## src/rtl/lfu_pkg.sv

```systemverilog
// Shared types and constants for the LFU key-value store.
// Field widths, request codes and the capacity register's reset value.
// No dependencies.
`default_nettype none

package lfu_pkg;

  // Widths of the payload fields and of the per-entry use count.
  localparam int unsigned KEY_W = 32;
  localparam int unsigned VAL_W = 32;
  localparam int unsigned USE_W = 32;
  localparam int unsigned CAP_W = 5;

  // Saturation value of a use count.
  localparam logic [USE_W-1:0] USE_MAX = {USE_W{1'b1}};

  // Capacity register value after reset.
  localparam logic [CAP_W-1:0] CAP_RST = 5'd16;

  // Request kinds.
  typedef enum logic {
    MODE_GET = 1'b0,
    MODE_PUT = 1'b1
  } mode_e;

endpackage

`default_nettype wire

```

## src/rtl/lfu_entry_ram.sv

```systemverilog
// Entry store of the LFU block: one write port and one read port.
// Read data is registered and appears in the cycle after the read. Depends on nothing.
`default_nettype none

module lfu_entry_ram #(
  parameter int unsigned DEPTH  = 16,
  parameter int unsigned ADDR_W = 4,
  parameter int unsigned DATA_W = 100
) (
  input  wire logic              clk_i,
  input  wire logic              wr_en_i,
  input  wire logic [ADDR_W-1:0] wr_addr_i,
  input  wire logic [DATA_W-1:0] wr_data_i,
  input  wire logic              rd_en_i,
  input  wire logic [ADDR_W-1:0] rd_addr_i,
  output logic      [DATA_W-1:0] rd_data_o
);

  logic [DATA_W-1:0] mem [DEPTH];
  logic [DATA_W-1:0] rd_data_q;

  // Write port.
  always_ff @(posedge clk_i) begin
    if (wr_en_i) begin
      mem[wr_addr_i] <= wr_data_i;
    end
  end

  // Registered read port.
  always_ff @(posedge clk_i) begin
    if (rd_en_i) begin
      rd_data_q <= mem[rd_addr_i];
    end
  end

  assign rd_data_o = rd_data_q;

endmodule

`default_nettype wire

```

## src/rtl/lfu_ctrl.sv

```systemverilog
// Request sequencer of the LFU block: scan pass, decision and update pass.
// Uses lfu_pkg; drives the read and write ports of lfu_entry_ram.
`default_nettype none

module lfu_ctrl #(
  parameter int unsigned MAX_ENTRIES = 16,
  parameter int unsigned IDX_W       = 4,
  parameter int unsigned CNT_W       = 5,
  parameter int unsigned ENT_W       = 100
) (
  input  wire logic                        clk_i,
  input  wire logic                        rst_ni,
  input  wire logic                        start,
  output logic                             busy,
  input  wire logic                        mode_i,
  input  wire logic [lfu_pkg::KEY_W-1:0]   key_i,
  input  wire logic [lfu_pkg::VAL_W-1:0]   value_i,
  input  wire logic                        cfg_we_i,
  input  wire logic [lfu_pkg::CAP_W-1:0]   cfg_wdata_i,
  output logic                             done_o,
  output logic                             hit_o,
  output logic [lfu_pkg::VAL_W-1:0]        read_value_o,
  output logic                             evicted_o,
  output logic [lfu_pkg::KEY_W-1:0]        evicted_key_o,
  output logic                             ram_rd_en_o,
  output logic [IDX_W-1:0]                 ram_rd_addr_o,
  input  wire logic [ENT_W-1:0]            ram_rd_data_i,
  output logic                             ram_wr_en_o,
  output logic [IDX_W-1:0]                 ram_wr_addr_o,
  output logic [ENT_W-1:0]                 ram_wr_data_o
);

  import lfu_pkg::*;

  // Entry word layout: {key, value, use count, recency rank}.
  localparam int unsigned RANK_W  = IDX_W;
  localparam int unsigned CNT_LSB = RANK_W;
  localparam int unsigned VAL_LSB = CNT_LSB + USE_W;
  localparam int unsigned KEY_LSB = VAL_LSB + VAL_W;
  localparam int unsigned CMP_W   = (CNT_W > CAP_W) ? CNT_W : CAP_W;

  localparam logic [IDX_W-1:0] LAST_IDX = IDX_W'(MAX_ENTRIES - 1);
  localparam logic [CNT_W-1:0] PTR_END  = CNT_W'(MAX_ENTRIES);
  localparam logic [CMP_W-1:0] MAX_CMP  = CMP_W'(MAX_ENTRIES);

  // Sequencer states.
  localparam logic [2:0] ST_IDLE   = 3'd0;
  localparam logic [2:0] ST_SCAN   = 3'd1;
  localparam logic [2:0] ST_DECIDE = 3'd2;
  localparam logic [2:0] ST_UPDATE = 3'd3;
  localparam logic [2:0] ST_DONE   = 3'd4;

  logic [2:0]             state_q, state_d;
  logic [CNT_W-1:0]       ptr_q, ptr_d;
  logic                   pipe_vld_q;
  logic [IDX_W-1:0]       pipe_idx_q;
  logic [MAX_ENTRIES-1:0] valid_q, valid_d;
  logic [CNT_W-1:0]       occ_q, occ_d;
  logic [CAP_W-1:0]       cap_q;

  // Request held for the whole transfer.
  logic                   req_put_q;
  logic [KEY_W-1:0]       req_key_q;
  logic [VAL_W-1:0]       req_val_q;

  // Scan findings.
  logic                   hit_found_q;
  logic [IDX_W-1:0]       hit_idx_q;
  logic [VAL_W-1:0]       hit_val_q;
  logic [USE_W-1:0]       hit_cnt_q;
  logic [RANK_W-1:0]      hit_rank_q;
  logic                   free_found_q;
  logic [IDX_W-1:0]       free_idx_q;
  logic                   vic_found_q;
  logic [IDX_W-1:0]       vic_idx_q;
  logic [USE_W-1:0]       vic_cnt_q;
  logic [RANK_W-1:0]      vic_rank_q;
  logic [KEY_W-1:0]       vic_key_q;

  // Decision for the update pass.
  logic [IDX_W-1:0]       tgt_idx_q, tgt_idx_d;
  logic                   gap_en_q, gap_en_d;
  logic [RANK_W-1:0]      gap_rank_q, gap_rank_d;
  logic [ENT_W-1:0]       new_word_q, new_word_d;

  // Result registers.
  logic                   res_hit_q, res_hit_d;
  logic [VAL_W-1:0]       res_rd_q, res_rd_d;
  logic                   res_ev_q, res_ev_d;
  logic [KEY_W-1:0]       res_evk_q, res_evk_d;

  // Fields of the entry word just read.
  logic [KEY_W-1:0]       rd_key;
  logic [VAL_W-1:0]       rd_val;
  logic [USE_W-1:0]       rd_cnt;
  logic [RANK_W-1:0]      rd_rank;
  logic                   rd_valid;
  logic                   pipe_last;
  logic                   accept;
  logic                   walking;

  // Decision terms.
  logic [CMP_W-1:0]       cap_ext;
  logic [CMP_W-1:0]       cap_eff;
  logic                   dec_hit;
  logic                   dec_ins;
  logic                   dec_ev;
  logic [USE_W-1:0]       new_cnt;
  logic [VAL_W-1:0]       new_val;
  logic [RANK_W-1:0]      new_rank;
  logic                   rank_dec;

  assign rd_key   = ram_rd_data_i[KEY_LSB +: KEY_W];
  assign rd_val   = ram_rd_data_i[VAL_LSB +: VAL_W];
  assign rd_cnt   = ram_rd_data_i[CNT_LSB +: USE_W];
  assign rd_rank  = ram_rd_data_i[0 +: RANK_W];
  assign rd_valid = valid_q[pipe_idx_q];

  assign pipe_last = pipe_vld_q && (pipe_idx_q == LAST_IDX);
  assign accept    = start && (state_q == ST_IDLE);
  assign busy      = (state_q != ST_IDLE);

  // Both passes walk every entry, one read issued per cycle.
  assign walking       = (state_q == ST_SCAN) || (state_q == ST_UPDATE);
  assign ram_rd_en_o   = walking && (ptr_q != PTR_END);
  assign ram_rd_addr_o = ptr_q[IDX_W-1:0];

  // Effective capacity, clipped to the built store size.
  assign cap_ext = CMP_W'(cap_q);
  assign cap_eff = (cap_ext > MAX_CMP) ? MAX_CMP : cap_ext;

  // What the request does, from the scan findings.
  always_comb begin
    dec_hit = hit_found_q;
    dec_ins = !hit_found_q && req_put_q && (cap_eff != '0);
    dec_ev  = dec_ins && vic_found_q && (CMP_W'(occ_q) >= cap_eff);

    if (dec_hit) begin
      tgt_idx_d = hit_idx_q;
    end else if (dec_ev) begin
      tgt_idx_d = (free_found_q && (free_idx_q < vic_idx_q)) ? free_idx_q : vic_idx_q;
    end else begin
      tgt_idx_d = free_idx_q;
    end

    gap_en_d   = dec_hit || dec_ev;
    gap_rank_d = dec_hit ? hit_rank_q : vic_rank_q;

    if (dec_hit) begin
      new_cnt = (hit_cnt_q == USE_MAX) ? hit_cnt_q : hit_cnt_q + USE_W'(1);
      new_val = req_put_q ? req_val_q : hit_val_q;
    end else begin
      new_cnt = USE_W'(1);
      new_val = req_val_q;
    end
    new_rank   = (dec_hit || dec_ev) ? RANK_W'(occ_q - CNT_W'(1)) : RANK_W'(occ_q);
    new_word_d = {req_key_q, new_val, new_cnt, new_rank};

    res_hit_d = dec_hit;
    res_rd_d  = (dec_hit && (req_put_q != MODE_PUT)) ? hit_val_q : '0;
    res_ev_d  = dec_ev;
    res_evk_d = dec_ev ? vic_key_q : '0;
  end

  // Occupancy and valid bits change once, when the decision is taken.
  always_comb begin
    valid_d = valid_q;
    occ_d   = occ_q;
    if ((state_q == ST_DECIDE) && dec_ins) begin
      if (dec_ev) begin
        valid_d[vic_idx_q] = 1'b0;
      end else begin
        occ_d = occ_q + CNT_W'(1);
      end
      valid_d[tgt_idx_d] = 1'b1;
    end
  end

  // Update pass: rewrite the target entry and close the recency gap.
  assign rank_dec      = gap_en_q && rd_valid && (rd_rank > gap_rank_q);
  assign ram_wr_en_o   = (state_q == ST_UPDATE) && pipe_vld_q;
  assign ram_wr_addr_o = pipe_idx_q;
  always_comb begin
    if (pipe_idx_q == tgt_idx_q) begin
      ram_wr_data_o = new_word_q;
    end else if (rank_dec) begin
      ram_wr_data_o = {ram_rd_data_i[ENT_W-1:RANK_W], rd_rank - RANK_W'(1)};
    end else begin
      ram_wr_data_o = ram_rd_data_i;
    end
  end

  // Next state and read pointer.
  always_comb begin
    state_d = state_q;
    ptr_d   = ram_rd_en_o ? ptr_q + CNT_W'(1) : ptr_q;
    unique case (state_q)
      ST_IDLE: begin
        ptr_d = '0;
        if (start) begin
          state_d = ST_SCAN;
        end
      end
      ST_SCAN: begin
        if (pipe_last) begin
          state_d = ST_DECIDE;
        end
      end
      ST_DECIDE: begin
        ptr_d   = '0;
        state_d = (dec_hit || dec_ins) ? ST_UPDATE : ST_DONE;
      end
      ST_UPDATE: begin
        if (pipe_last) begin
          state_d = ST_DONE;
        end
      end
      ST_DONE: begin
        state_d = ST_IDLE;
      end
      default: begin
        state_d = ST_IDLE;
      end
    endcase
  end

  // Control registers.
  always_ff @(posedge clk_i or negedge rst_ni) begin
    if (!rst_ni) begin
      state_q    <= ST_IDLE;
      ptr_q      <= '0;
      pipe_vld_q <= 1'b0;
      valid_q    <= '0;
      occ_q      <= '0;
      cap_q      <= CAP_RST;
    end else begin
      state_q    <= state_d;
      ptr_q      <= ptr_d;
      pipe_vld_q <= ram_rd_en_o;
      valid_q    <= valid_d;
      occ_q      <= occ_d;
      if (cfg_we_i) begin
        cap_q <= cfg_wdata_i;
      end
    end
  end

  // Request capture and scan bookkeeping.
  always_ff @(posedge clk_i) begin
    pipe_idx_q <= ram_rd_addr_o;
    if (accept) begin
      req_put_q    <= mode_i;
      req_key_q    <= key_i;
      req_val_q    <= value_i;
      hit_found_q  <= 1'b0;
      free_found_q <= 1'b0;
      vic_found_q  <= 1'b0;
    end else if ((state_q == ST_SCAN) && pipe_vld_q) begin
      if (rd_valid && (rd_key == req_key_q)) begin
        hit_found_q <= 1'b1;
        hit_idx_q   <= pipe_idx_q;
        hit_val_q   <= rd_val;
        hit_cnt_q   <= rd_cnt;
        hit_rank_q  <= rd_rank;
      end
      if (!rd_valid && !free_found_q) begin
        free_found_q <= 1'b1;
        free_idx_q   <= pipe_idx_q;
      end
      // Lowest count wins; on equal counts the least recent one.
      if (rd_valid && (!vic_found_q || (rd_cnt < vic_cnt_q) ||
                       ((rd_cnt == vic_cnt_q) && (rd_rank < vic_rank_q)))) begin
        vic_found_q <= 1'b1;
        vic_idx_q   <= pipe_idx_q;
        vic_cnt_q   <= rd_cnt;
        vic_rank_q  <= rd_rank;
        vic_key_q   <= rd_key;
      end
    end
  end

  // Decision and result registers.
  always_ff @(posedge clk_i) begin
    if (state_q == ST_DECIDE) begin
      tgt_idx_q  <= tgt_idx_d;
      gap_en_q   <= gap_en_d;
      gap_rank_q <= gap_rank_d;
      new_word_q <= new_word_d;
      res_hit_q  <= res_hit_d;
      res_rd_q   <= res_rd_d;
      res_ev_q   <= res_ev_d;
      res_evk_q  <= res_evk_d;
    end
  end

  assign done_o        = (state_q == ST_DONE);
  assign hit_o         = res_hit_q;
  assign read_value_o  = res_rd_q;
  assign evicted_o     = res_ev_q;
  assign evicted_key_o = res_evk_q;

endmodule

`default_nettype wire

```

## src/rtl/lfu_cache_replacement_core.sv

```systemverilog
// Top level of the LFU key-value store.
// Uses lfu_pkg, lfu_entry_ram and lfu_ctrl.
//
// A request (get or put of a key) is taken when start is high and busy is
// low; its result appears for exactly one cycle with done_o high and must be
// captured then, as the block cannot be held off. Each request walks the
// entry memory through its single read port, one entry per cycle: a scan
// pass finds the key, the first free slot and the eviction victim, and, on a
// hit or an insert, an update pass rewrites the touched entry and shifts
// recency ranks. A get miss, or a put that stores nothing because capacity
// is zero, skips the update pass. The valid bits live in flip-flops and
// clear at reset, so no clearing pass is needed. Capacity must be written
// only while busy is low; the block itself does not enforce this.
`default_nettype none

module lfu_cache_replacement_core #(
  parameter int unsigned MAX_ENTRIES = 16
) (
  input  wire logic                        clk_i,
  input  wire logic                        rst_ni,
  input  wire logic                        start,
  output logic                             busy,
  input  wire logic                        mode_i,
  input  wire logic signed [lfu_pkg::KEY_W-1:0] key_i,
  input  wire logic signed [lfu_pkg::VAL_W-1:0] value_i,
  input  wire logic                        cfg_we_i,
  input  wire logic [lfu_pkg::CAP_W-1:0]   cfg_wdata_i,
  output logic                             done_o,
  output logic                             hit_o,
  output logic signed [lfu_pkg::VAL_W-1:0] read_value_o,
  output logic                             evicted_o,
  output logic signed [lfu_pkg::KEY_W-1:0] evicted_key_o
);

  import lfu_pkg::*;

  localparam int unsigned IDX_W = (MAX_ENTRIES > 1) ? $clog2(MAX_ENTRIES) : 1;
  localparam int unsigned CNT_W = $clog2(MAX_ENTRIES + 1);
  localparam int unsigned ENT_W = KEY_W + VAL_W + USE_W + IDX_W;

  logic             rd_en;
  logic [IDX_W-1:0] rd_addr;
  logic [ENT_W-1:0] rd_data;
  logic             wr_en;
  logic [IDX_W-1:0] wr_addr;
  logic [ENT_W-1:0] wr_data;
  logic [VAL_W-1:0] read_value;
  logic [KEY_W-1:0] evicted_key;

  // Entry memory: key, value, use count and recency rank per slot.
  lfu_entry_ram #(
    .DEPTH  (MAX_ENTRIES),
    .ADDR_W (IDX_W),
    .DATA_W (ENT_W)
  ) u_ram (
    .clk_i     (clk_i),
    .wr_en_i   (wr_en),
    .wr_addr_i (wr_addr),
    .wr_data_i (wr_data),
    .rd_en_i   (rd_en),
    .rd_addr_i (rd_addr),
    .rd_data_o (rd_data)
  );

  // Request sequencer.
  lfu_ctrl #(
    .MAX_ENTRIES (MAX_ENTRIES),
    .IDX_W       (IDX_W),
    .CNT_W       (CNT_W),
    .ENT_W       (ENT_W)
  ) u_ctrl (
    .clk_i         (clk_i),
    .rst_ni        (rst_ni),
    .start         (start),
    .busy          (busy),
    .mode_i        (mode_i),
    .key_i         (key_i),
    .value_i       (value_i),
    .cfg_we_i      (cfg_we_i),
    .cfg_wdata_i   (cfg_wdata_i),
    .done_o        (done_o),
    .hit_o         (hit_o),
    .read_value_o  (read_value),
    .evicted_o     (evicted_o),
    .evicted_key_o (evicted_key),
    .ram_rd_en_o   (rd_en),
    .ram_rd_addr_o (rd_addr),
    .ram_rd_data_i (rd_data),
    .ram_wr_en_o   (wr_en),
    .ram_wr_addr_o (wr_addr),
    .ram_wr_data_o (wr_data)
  );

  assign read_value_o  = $signed(read_value);
  assign evicted_key_o = $signed(evicted_key);

endmodule

`default_nettype wire

```

## config.mk

```make
export PLATFORM = sky130hd
export DESIGN_NAME = lfu_cache_replacement_core
export DESIGN_NICKNAME = d
export VERILOG_FILES = /design/src/rtl/lfu_pkg.sv /design/src/rtl/lfu_entry_ram.sv /design/src/rtl/lfu_ctrl.sv /design/src/rtl/lfu_cache_replacement_core.sv
export SDC_FILE = /design/constraint.sdc
export NUM_CORES = 2
export LEC_CHECK = 0
export BUFFER_PORTS_ARGS = -buffer_cell sky130_fd_sc_hd__buf_2
export CAP_MARGIN = 10
export CORE_ASPECT_RATIO = 0.8
export CORE_MARGIN = 2
export CORE_UTILIZATION = 30
export DETAILED_ROUTE_END_ITERATION = 12
export PLACE_DENSITY_LB_ADDON = 0.15
export SETUP_SLACK_MARGIN = 0.4
export SKIP_LAST_GASP = 1
export SYNTH_ARGS = -nofsm -noshare
export SYNTH_HDL_FRONTEND = slang
export SYNTH_SLANG_ARGS = --single-unit
```

## constraint.sdc

```tcl
create_clock -name clk_i -period 9 [get_ports clk_i]
set_input_delay 0.45 -clock clk_i [delete_from_list [all_inputs] [get_ports clk_i]]
set_output_delay 0.45 -clock clk_i [all_outputs]
set_load 0.005 [all_outputs]
```

==> reports/metrics.cfg <==
[clock_tree]
cts.sinks=2130
postCtsResizedCells=0
path_clk_slew_ns=0.06
cts_root_buf=sky130_fd_sc_hd__clkbuf_16
cts.repair_timing.setup_buffer_count=0
cts_buffers=228
ctsHoldBuffers=72
ctsLongestPathBuffers=3
cts-htree-levels=4
tritoncts=yes
clock_insertion_delay_worst_skew_ns=0.86

[route]
vias=41362
drtAntennaViolNets=0
remaining_drc_errors=0
routed_wl_um=225000
detailedRoute.firstIterationViolations=3678
wire_per_inst_um=26.7
first_pass_detailed_route_iteration_total=6
post_drt_via_cell_ratio=4.91

[grt]
largest_net_degree_at_the_start_of_global_routing=113
number_of_antenna_violations_at_the_first_check_in_global_routing=12
total_routing_resource_utilization_after_global_routing=0.160
grtUsageMet2=0.247
number_of_global_route_vias_before_repair=42071
gr-max-usage-layer=met2
groute.layer.met3.usage=0.0262
grt_use_met1=0.236
grt_remaining_overflow=0
grt_first_pass_wirelength_um=320000

[synth]
muxShareOfSynthArea=0.125
ys_warn_count=0
ys_seq_area_frac=0.775
post_synthesis_share_of_cell_area_spent_on_and_or_nand_and_nor_gates=0.0243
synth_enable_flop_cells=2088
synth_nets=4409
async_reset_ff_frac=0.0164
post_synth_num_cell_types=63
ys_seq_elements=2130
synthesized_instance_count=4282
synth_top_family_by_area=multiplexers
synthesis.area_sq_um=82300
yosys.area_share.adder=0.00806
synth-xor-area-share=0.00809
most_common_flop_cell_mapped_by_yosys=sky130_fd_sc_hd__edfxtp_1
syn-mean-instance-area_sq_um=19.2
synth_compound_area_frac=0.0469

[timing]
worst_slew_pin_slew_ns=1.11
timing.final.crit_share=0.492
achievable-frequency_ghz=0.226
setup_total_negative_slack_ns=0
hold_viol_final=0
timing.slew.headroom=0.259
timing.clock.skew_ns=0.0531
holdWs_ns=0.0820
postLayoutSetupSlackWorst_ns=4.57
rsz0062_at_grt=no
final_period_minus_worst_setup_slack_ns=4.43
slew_viol_final=0
final_setup_viols=0

[power]
switching_share=0.306
clockPowerShare=0.309
cellInternalPower_mw=21.0
combinationalPowerShare=0.234
switching_power_mw=9.28
report.power.total_mw=30.3
power.density_nw_per_um2=316
share_seq_of_total_power=0.457
worst_ir_drop_vdd_uv=249
power.static_leakage_nw=31.0

[placement]
pre_cts_slack_ns=4.48
placed_cells=7934
buffer_ports.inserted=141
replace_congestion=0.727
detailed_place_hpwl_um=112000

[critical_path]
worstPathMaxFanout=49
worst-setup-path-type=reg -> reg
worstPathRequired_ns=9.58
startpoint_type=flip-flop
critical_path.endpoint_type=flip-flop
timing.critical_path.arrival_ns=5.01

[floorplanning]
die_x_um=589
top_level_ports=142
initial_core_util=0.302
fp-row-count=171
vertical_die_dimension_um=472
core-area_sq_um=272000
die_area_sq_um=278000

[finish]
num-fill-cells=25485
finalNetCount=4730
registers.top_by_ff_count=u_ram.mem
stdcell_count=8428
drive_above_1_share=0.215
area_growth_syn_to_layout_pct=16.6
largest_register_ffs=1600

[min_path]
hold_class=in -> reg

[flow_run]
max-cap-violations=0

[run_status]
status=finished, final reports clean

==> cell families (layout without fill, tap and decap cells) <==
group	Yosys count	in the layout
AO/OA/AOI/OAI	610	610
multiplexers	742	742
flip-flops	2130	2130
AND/OR/NAND/NOR	405	405
adder cells (fa/ha/maj)	53	53
buffers and inverters	266	774
other	0	5
XOR/XNOR	76	76
==> worst paths after layout <==
check | startpoint | to | slack, ns | cells past startpoint
max | u_ctrl.ptr_q[2] | u_ram.rd_data_o[82] | 4.57 | 6
min | start | u_ctrl.state_q[0] | 0.08 | 5
max reg2reg | u_ctrl.ptr_q[2] | u_ram.rd_data_o[82] | 4.57 | 6
min reg2reg | u_ram.rd_data_o[45] | u_ctrl.hit_val_q[9] | 0.45 | 0
max in group asynchronous | rst_ni | u_ctrl.ptr_q[0] | 7.98 | 2
min in group asynchronous | rst_ni | u_ctrl.cap_ext[2] | 0.36 | 2
==> metal layers <==
| metal | part of all wire | vias to the layer above |
|---|---|---|
| met4 | 0.018 | 4 |
| met2 | 0.45 | 964 |
| met5 | 0.00012 | - |
| met1 | 0.48 | 22145 |
| li1 | - | 17972 |
| met3 | 0.048 | 277 |
==> worst max-delay path, stage by stage (launching register included) <==
cell,delay (ns)
sky130_fd_sc_hd__dfrtp_4,0.73
sky130_fd_sc_hd__buf_4,0.84
sky130_fd_sc_hd__and2_4,0.99
sky130_fd_sc_hd__buf_4,0.97
sky130_fd_sc_hd__a221oi_1,0.26
sky130_fd_sc_hd__a22oi_1,0.24
sky130_fd_sc_hd__nand2_1,0.10
==> cells in the mapped netlist, types with 7 or more instances <==
master	instances	area, sq um
sky130_fd_sc_hd__a21o_1	9	67.6
sky130_fd_sc_hd__a21oi_1	123	616
sky130_fd_sc_hd__a221oi_1	101	885
sky130_fd_sc_hd__a22oi_1	100	751
sky130_fd_sc_hd__and2_1	66	413
sky130_fd_sc_hd__buf_1	35	131
sky130_fd_sc_hd__buf_2	38	190
sky130_fd_sc_hd__clkbuf_1	130	488
sky130_fd_sc_hd__dfrtp_1	34	851
sky130_fd_sc_hd__dfxtp_1	7	140
sky130_fd_sc_hd__edfxtp_1	2088	62700
sky130_fd_sc_hd__ha_1	53	663
sky130_fd_sc_hd__inv_1	61	229
sky130_fd_sc_hd__mux2_1	14	158
sky130_fd_sc_hd__mux2_2	221	2490
sky130_fd_sc_hd__mux2i_1	301	3010
sky130_fd_sc_hd__mux4_2	203	4570
sky130_fd_sc_hd__nand2_1	157	589
sky130_fd_sc_hd__nand2b_1	11	68.8
sky130_fd_sc_hd__nand3_1	24	120
sky130_fd_sc_hd__nand4_1	21	131
sky130_fd_sc_hd__nor2_1	64	240
sky130_fd_sc_hd__nor3_1	13	65.1
sky130_fd_sc_hd__nor4_1	11	68.8
sky130_fd_sc_hd__o21ai_0	235	1180
sky130_fd_sc_hd__o21ai_1	18	90.1
sky130_fd_sc_hd__xnor2_1	14	123
sky130_fd_sc_hd__xor2_1	62	543
==> area by class of cell <==
cell class | count | area [sq um] | area share
inverters | 62 | 240 | 0.00250
flip-flops and latches | 2130 | 63700 | 0.664
repair buffers | 295 | 2200 | 0.0230
clock inverters | 138 | 1550 | 0.0161
multi-input cells | 1886 | 17700 | 0.184
clock buffers | 279 | 5950 | 0.0620
diodes | 5 | 12.5 | 0.000130
well taps | 3633 | 4550 | 0.0474
==> layout by cell type (no fill, tap or decap), types with 13 or more instances in the layout <==
| master | n |
|---|---|
| sky130_fd_sc_hd__nand4_1 | 21 |
| sky130_fd_sc_hd__buf_4 | 69 |
| sky130_fd_sc_hd__mux2i_1 | 301 |
| sky130_fd_sc_hd__a22oi_1 | 100 |
| sky130_fd_sc_hd__mux4_2 | 203 |
| sky130_fd_sc_hd__inv_1 | 59 |
| sky130_fd_sc_hd__buf_2 | 141 |
| sky130_fd_sc_hd__clkinv_2 | 48 |
| sky130_fd_sc_hd__nor2_1 | 50 |
| sky130_fd_sc_hd__and2_1 | 65 |
| sky130_fd_sc_hd__o21ai_0 | 235 |
| sky130_fd_sc_hd__a21oi_1 | 122 |
| sky130_fd_sc_hd__dlygate4sd3_1 | 72 |
| sky130_fd_sc_hd__edfxtp_1 | 2088 |
| sky130_fd_sc_hd__dfrtp_1 | 30 |
| sky130_fd_sc_hd__a221oi_1 | 101 |
| sky130_fd_sc_hd__buf_12 | 13 |
| sky130_fd_sc_hd__ha_1 | 53 |
| sky130_fd_sc_hd__mux2_1 | 14 |
| sky130_fd_sc_hd__clkbuf_1 | 47 |
| sky130_fd_sc_hd__nor2_4 | 14 |
| sky130_fd_sc_hd__xnor2_1 | 14 |
| sky130_fd_sc_hd__xor2_1 | 62 |
| sky130_fd_sc_hd__nand2_1 | 156 |
| sky130_fd_sc_hd__nand3_1 | 24 |
| sky130_fd_sc_hd__o21ai_1 | 18 |
| sky130_fd_sc_hd__clkbuf_16 | 229 |
| sky130_fd_sc_hd__mux2_2 | 221 |
| sky130_fd_sc_hd__bufinv_16 | 25 |
| sky130_fd_sc_hd__clkinv_1 | 38 |
==> per-stage QoR <==
step,cell area [sq um],util
finish,95900,0.352
global placement,87700,0.322
global route,95900,0.352
floorplan,82300,-
CTS,95900,0.352
detailed placement,87700,0.322
==> power by group through the flow <==
stage	clock (mW)	combinational (mW)	sequential [mW]
after CTS	9.64	7.24	13.9
after global routing	10.0	7.82	13.9
after floorplan	0	4.88	13.6
final	9.38	7.09	13.9
after global placement	0	7.16	14.1
after detailed placement	0	7.19	14.1
Note: power is estimated with default switching activity, not from simulation.
